[src/design/grrs_pkg.sv]
// Package for the grouped round-robin task scheduler.
// Holds sizes, opcodes, status codes, controller states and command structs.
// No dependencies.
package grrs_pkg;
  localparam int MAX_GROUPS   = 16;
  localparam int MAX_TASKS    = 64;
  localparam int TASK_ID_BITS = 22;
  localparam int GW = $clog2(MAX_GROUPS);
  localparam int SW = $clog2(MAX_TASKS);
  localparam int CW = $clog2(MAX_TASKS + 1);
  localparam int TW = $clog2(MAX_GROUPS + 1);

  typedef enum logic [1:0] {
    OP_CREATE = 2'd0,
    OP_SWITCH = 2'd1,
    OP_DELETE = 2'd2,
    OP_NONE   = 2'd3
  } op_t;

  typedef enum logic [1:0] {
    ST_OK      = 2'd0,
    ST_UNKNOWN = 2'd1,
    ST_FULL    = 2'd2
  } status_t;

  typedef enum logic [1:0] {
    S_IDLE,
    S_FIND,
    S_READ,
    S_EXEC
  } state_t;

  typedef struct packed {
    logic load;   // capture inputs
    logic find;   // run group search
    logic rd;     // read slot memories for head
    logic exec;   // commit and emit result
  } cmd_t;
endpackage

[src/design/grrs_ctrl.sv]
// Controller state machine of the scheduler: sequences load, find, read, exec.
// Depends on grrs_pkg.
module grrs_ctrl import grrs_pkg::*; (
  input  logic clk,
  input  logic rst_n,
  input  logic start,
  output logic busy,
  output cmd_t cmd
);
  state_t state_r, state_nxt;

  always_ff @(posedge clk) begin
    if (!rst_n) state_r <= S_IDLE;
    else state_r <= state_nxt;
  end

  always_comb begin
    state_nxt = state_r;
    case (state_r)
      S_IDLE: if (start) state_nxt = S_FIND;
      S_FIND: state_nxt = S_READ;
      S_READ: state_nxt = S_EXEC;
      S_EXEC: state_nxt = S_IDLE;
      default: state_nxt = S_IDLE;
    endcase
  end

  always_comb begin
    cmd  = '0;
    busy = (state_r != S_IDLE);
    case (state_r)
      S_IDLE: cmd.load = start;
      S_FIND: cmd.find = 1'b1;
      S_READ: cmd.rd   = 1'b1;
      S_EXEC: cmd.exec = 1'b1;
      default: ;
    endcase
  end

  a_exec_after_read: assert property (@(posedge clk) disable iff (!rst_n)
    cmd.rd |=> cmd.exec) else $error("exec must follow read");
  a_busy_no_load: assert property (@(posedge clk) disable iff (!rst_n)
    busy |-> !cmd.load) else $error("load while busy");
  a_onehot_cmd: assert property (@(posedge clk) disable iff (!rst_n)
    $onehot0(cmd)) else $error("overlapping commands");
endmodule

[config.mk]
export PLATFORM = sky130hd
export DESIGN_NAME = grrs_ctrl
export DESIGN_NICKNAME = d
export VERILOG_FILES = /design/src/design/grrs_pkg.sv /design/src/design/grrs_ctrl.sv
export SDC_FILE = /design/constraint.sdc
export NUM_CORES = 1
export LEC_CHECK = 0
export BUFFER_PORTS_ARGS = -buffer_cell sky130_fd_sc_hd__buf_2
export CAP_MARGIN = 15
export CORE_AREA = 2 2 39 41
export CTS_BUF_LIST = sky130_fd_sc_hd__clkbuf_16
export DETAILED_ROUTE_END_ITERATION = 8
export DIE_AREA = 0 0 41 43
export SETUP_SLACK_MARGIN = 0.02
export SYNTH_ARGS = -nofsm -noshare
export SYNTH_HDL_FRONTEND = slang
export SYNTH_SLANG_ARGS = --single-unit
[constraint.sdc]
create_clock -name clk -period 1.6 [get_ports clk]
set_input_delay 0.32 -clock clk [delete_from_list [all_inputs] [get_ports clk]]
set_output_delay 0.32 -clock clk [all_outputs]
set_load 0.03 [all_outputs]
### Word level (Yosys, flattened, before mapping)

Index checks and enable logic that the tools add are counted.
Widths: inputs -> output; s select.

| word-level totals | value |
|---|---|
| latch bits | 0 |
| bits in writable memories | 0 |
| input bits | 3 |
| memories kept | 0 |
| output and inout bits | 5 |
| bits in registers | 2 |
| bits in read-only memories | 0 |

| operators by class | value |
|---|---|
| muxes and demuxes | 6 |
| equality and inequality tests | 4 |
| div/mod/pow operators | 0 |
| multiply operators | 0 |
| add/sub/neg operators | 0 |
| shift-type cells | 0 |
| magnitude comparators | 0 |
| bitwise operators | 0 |
| reductions and logical operators | 2 |

Operators with widths:

| cell | number |
|---|---|
| $pmux 2 s4 | 1 |
| $eq 2x2->1 const B | 2 |
| $mux 1 | 4 |
| $eq 2x1->1 const B | 1 |
| $logic_not 2->1 | 1 |
| $mux 2 | 1 |
| $ne 2x2->1 const B | 1 |
| $reduce_bool 2->1 | 1 |

### Depth between registers and ports, before layout

| depth | value |
|---|---|
| depth in word-level cells | 2 |
| depth in mapped cells | 5 |
| gate-level depth less buffers | 5 |

### Least setup slack after synthesis

No wires, ideal clock.

| path | value |
|---|---|
| path type | reg2out |
| from | reg state_r[0] |
| to | out cmd[3] (netlist bit) |
| arrival time | 0.931 ns |
| required time | 1.280 ns |
| path buffers | 0 |
| cell stages (with the launch flop) | 4 |
| slack | 0.349 ns |
| path through | dfxtp_1 > inv_1 > ha_1 > and2_2 |

RTL lines:

| what | RTL line | source |
|---|---|---|
| start, declared | grrs_ctrl.sv:10 | `state_t state_r, state_nxt;` |
| start signal, assigned | grrs_ctrl.sv:14 | `else state_r <= state_nxt;` |
| end, declared | grrs_ctrl.sv:8 | `output cmd_t cmd` |

==> results.py <==
metrics = {
    "min_path": {
        "hold_path.class": "in2reg",
    },
    "critical_path": {
        "crit_buf_inv": 2,
        "cp_slowest_cell": "dfxtp_2",
        "cp_cell_sequence": "inv_1 -> ha_2 -> and2_2 -> clkbuf_4",
        "critPathLaunchType": "register",
        "ff2ff_setup_slack_ns": 0.55,
        "crit_fanout": 4,
        "required_ns": 1.28,
        "worst-endpoint-arrival_ns": 1.20,
        "slowest_delay_ns": 0.34,
        "critPathKind": "reg2out",
        "path_delay_family": "flip-flops",
        "cp-end-kind": "primary output",
    },
    "clock_tree": {
        "cts.path.max_buffers": 2,
        "cts-root-buf": "clkbuf_16",
        "cts.sinks": 2,
        "cts_inserted_buffers": 3,
        "h-tree-depth": 1,
        "cts_setup_buffers": 0,
        "cts_tree": "yes",
        "clk_pin_slew_ns": 0.03,
        "hold_buffers": 0,
        "clkLatencyLatePin_ns": 0.22,
    },
    "timing": {
        "rsz0062_at_grt": "no",
        "worst_slew_pin_slew_ns": 0.114,
        "fin_worst_skew_ns": 0.00204,
        "fin_setup_tns_ns": 0,
        "slew_headroom_pct": 92.2,
        "fmax_mhz": 656,
        "slew_viol_final": 0,
        "hold_viol": 0,
        "period_share_pct": 95.2,
        "period_needed_ns": 1.52,
        "setup_viol": 0,
    },
    "final_layout": {
        "antenna_cells": 0,
        "top_register": "state_r",
        "multi_input_area_um2": 120,
        "drive_gt1_share_pct": 55.6,
        "register_area_um2": 42.5,
        "mostFrequentLayoutCells": "6 x buf_2, 4 x ha_1, 3 x inv_1, 3 x clkbuf_16, 2 x dfxtp_2",
        "reg_top3": "state_r x2",
        "fin_nets": 37,
        "largest_reg_flops": 2,
        "final_common_cell": "buf_2",
        "num-fill-cells": 150,
        "syn_to_final_growth_pct": 81.5,
    },
    "run_status": {
        "outcome": "finished clean",
    },
    "logic_synthesis": {
        "yosysSeqAreaShare_pct": 23.7,
        "syn-cell-area_um2": 169,
        "syn_inst": 17,
        "yosysTopAreaCellShare_pct": 37.0,
        "synth_fp_nets": 25,
        "netlist-cell-type-count": 10,
        "avgSynthCellArea_um2": 9.94,
        "ys.warnings.count": 0,
        "synth_top_area_cell": "ha_1",
        "synth_area_leaders": "ha_1 37%, dfxtp_1 24%, nand2b_4 8.1%",
        "yosys_register_bits": 2,
    },
    "power": {
        "p_per_area_nw_per_um2": 2620,
        "power_uw": 804,
        "power.ir.vdd_worst_mv": 0.493,
        "leakagePower_uw": 0.000169,
    },
    "detailed_routing": {
        "drcViolationCount": 0,
        "routedWlPerCell_um": 7.58,
        "wirelength_um": 326,
        "routed-via-count": 135,
        "final_antenna_net_count": 0,
        "first_pass_iters": 1,
        "drt-vias-per-instance": 3.14,
        "drt_iter0_drc": 0,
    },
    "job": {
        "cap_violations": 0,
    },
    "placement": {
        "numPortBuffers": 7,
        "dpl.hpwl_um": 235,
        "gp_congestion": 0.585,
    },
    "global_routing": {
        "grt_max_degree": 5,
        "grt_pass1_vias": 143,
        "grt_usage_pct": 5.11,
        "overflow": 0,
        "grt_antenna_before_repair": 0,
        "grt_pass1_wl_um": 517,
    },
    "floorplan": {
        "die_y_um": 43,
        "die-area_um2": 1760,
        "die_w_um": 41,
        "start_util_pct": 12.2,
        "ios": 8,
        "placementRows": 14,
        "core_um2": 1380,
    },
}
[worst register-to-register path, stage by stage, from the launching register on]
cell	delay [ns]
dfxtp_2	0.34
inv_1	0.08
ha_2	0.21
nand2b_4	0.08
mux2i_1	0.17
nor2b_1	0.06
[cell families (layout without fill, tap and decap cells)]
logic type | after synthesis | after routing | synth area share [%]
fa+ha+maj | 5 | 5 | 37.0
buf+inv | 3 | 13 | 6.67
compound gates | 1 | 1 | 5.93
mux | 1 | 1 | 5.93
simple gates | 5 | 5 | 20.7
flops | 2 | 2 | 23.7
[stage by stage]
| step | cell area [um^2] | worst slack, ns | instances | hold slack [ns] | util (%) |
|---|---|---|---|---|---|
| after CTS | 303 | 0.0353 | 43 | 0.346 | 21.9 |
| after detailed placement | 224 | 0.190 | 40 | 0.558 | 16.2 |
| after global placement | 224 | 0.217 | 40 | 0.555 | 16.2 |
| final | 307 | 0.0761 | 43 | 0.347 | 22.2 |
| after global routing | 307 | 0.0201 | 43 | 0.362 | 22.2 |
| after floorplan | 169 | 0.349 | 17 | 0.448 | - |
[where the power goes]
group / internal, uW / switching (uW)
registers: 77.9 / 22.1
clock network: 318 / 55.7
logic: 121 / 210
[what timing repair did]
action | in CTS | in global routing
endpoints found under the setup margin | 1 | 1
resized for setup | 2 | 2
pin swaps | 0 | 1
[per-layer routing]
layer	global-route usage, %	up-vias	wire length, um
met5	0	-	0
met4	8.00	0	0
met3	3.14	0	31
met2	5.31	5	155
met1	5.11	58	139
li1	-	72	-
[cell usage after synthesis]
cell	instances
ha_1	5
inv_1	3
dfxtp_1	2
and2_2	1
mux2i_1	1
nand2_1	1
nand2b_4	1
nor2_1	1
nor2b_1	1
o211a_1	1
[final timing paths]
check / from / to / depth (start not counted)
max: state_r[1] / cmd[3] / 4
min: rst_n / state_r[0] / 2
max reg2reg: state_r[1] / state_r[1] / 5
min reg2reg: state_r[0] / state_r[0] / 1
[area by class of cell]
| class | count | area share (%) |
|---|---|---|
| Multi-Input combinational cell | 12 | 39.2 |
| Clock buffer | 3 | 24.5 |
| Sequential cell | 2 | 13.9 |
| Timing Repair Buffer | 7 | 12.2 |
| Tap cell | 16 | 6.53 |
| Inverter | 3 | 3.67 |
No activity file was read; power rests on OpenSTA's default activity.
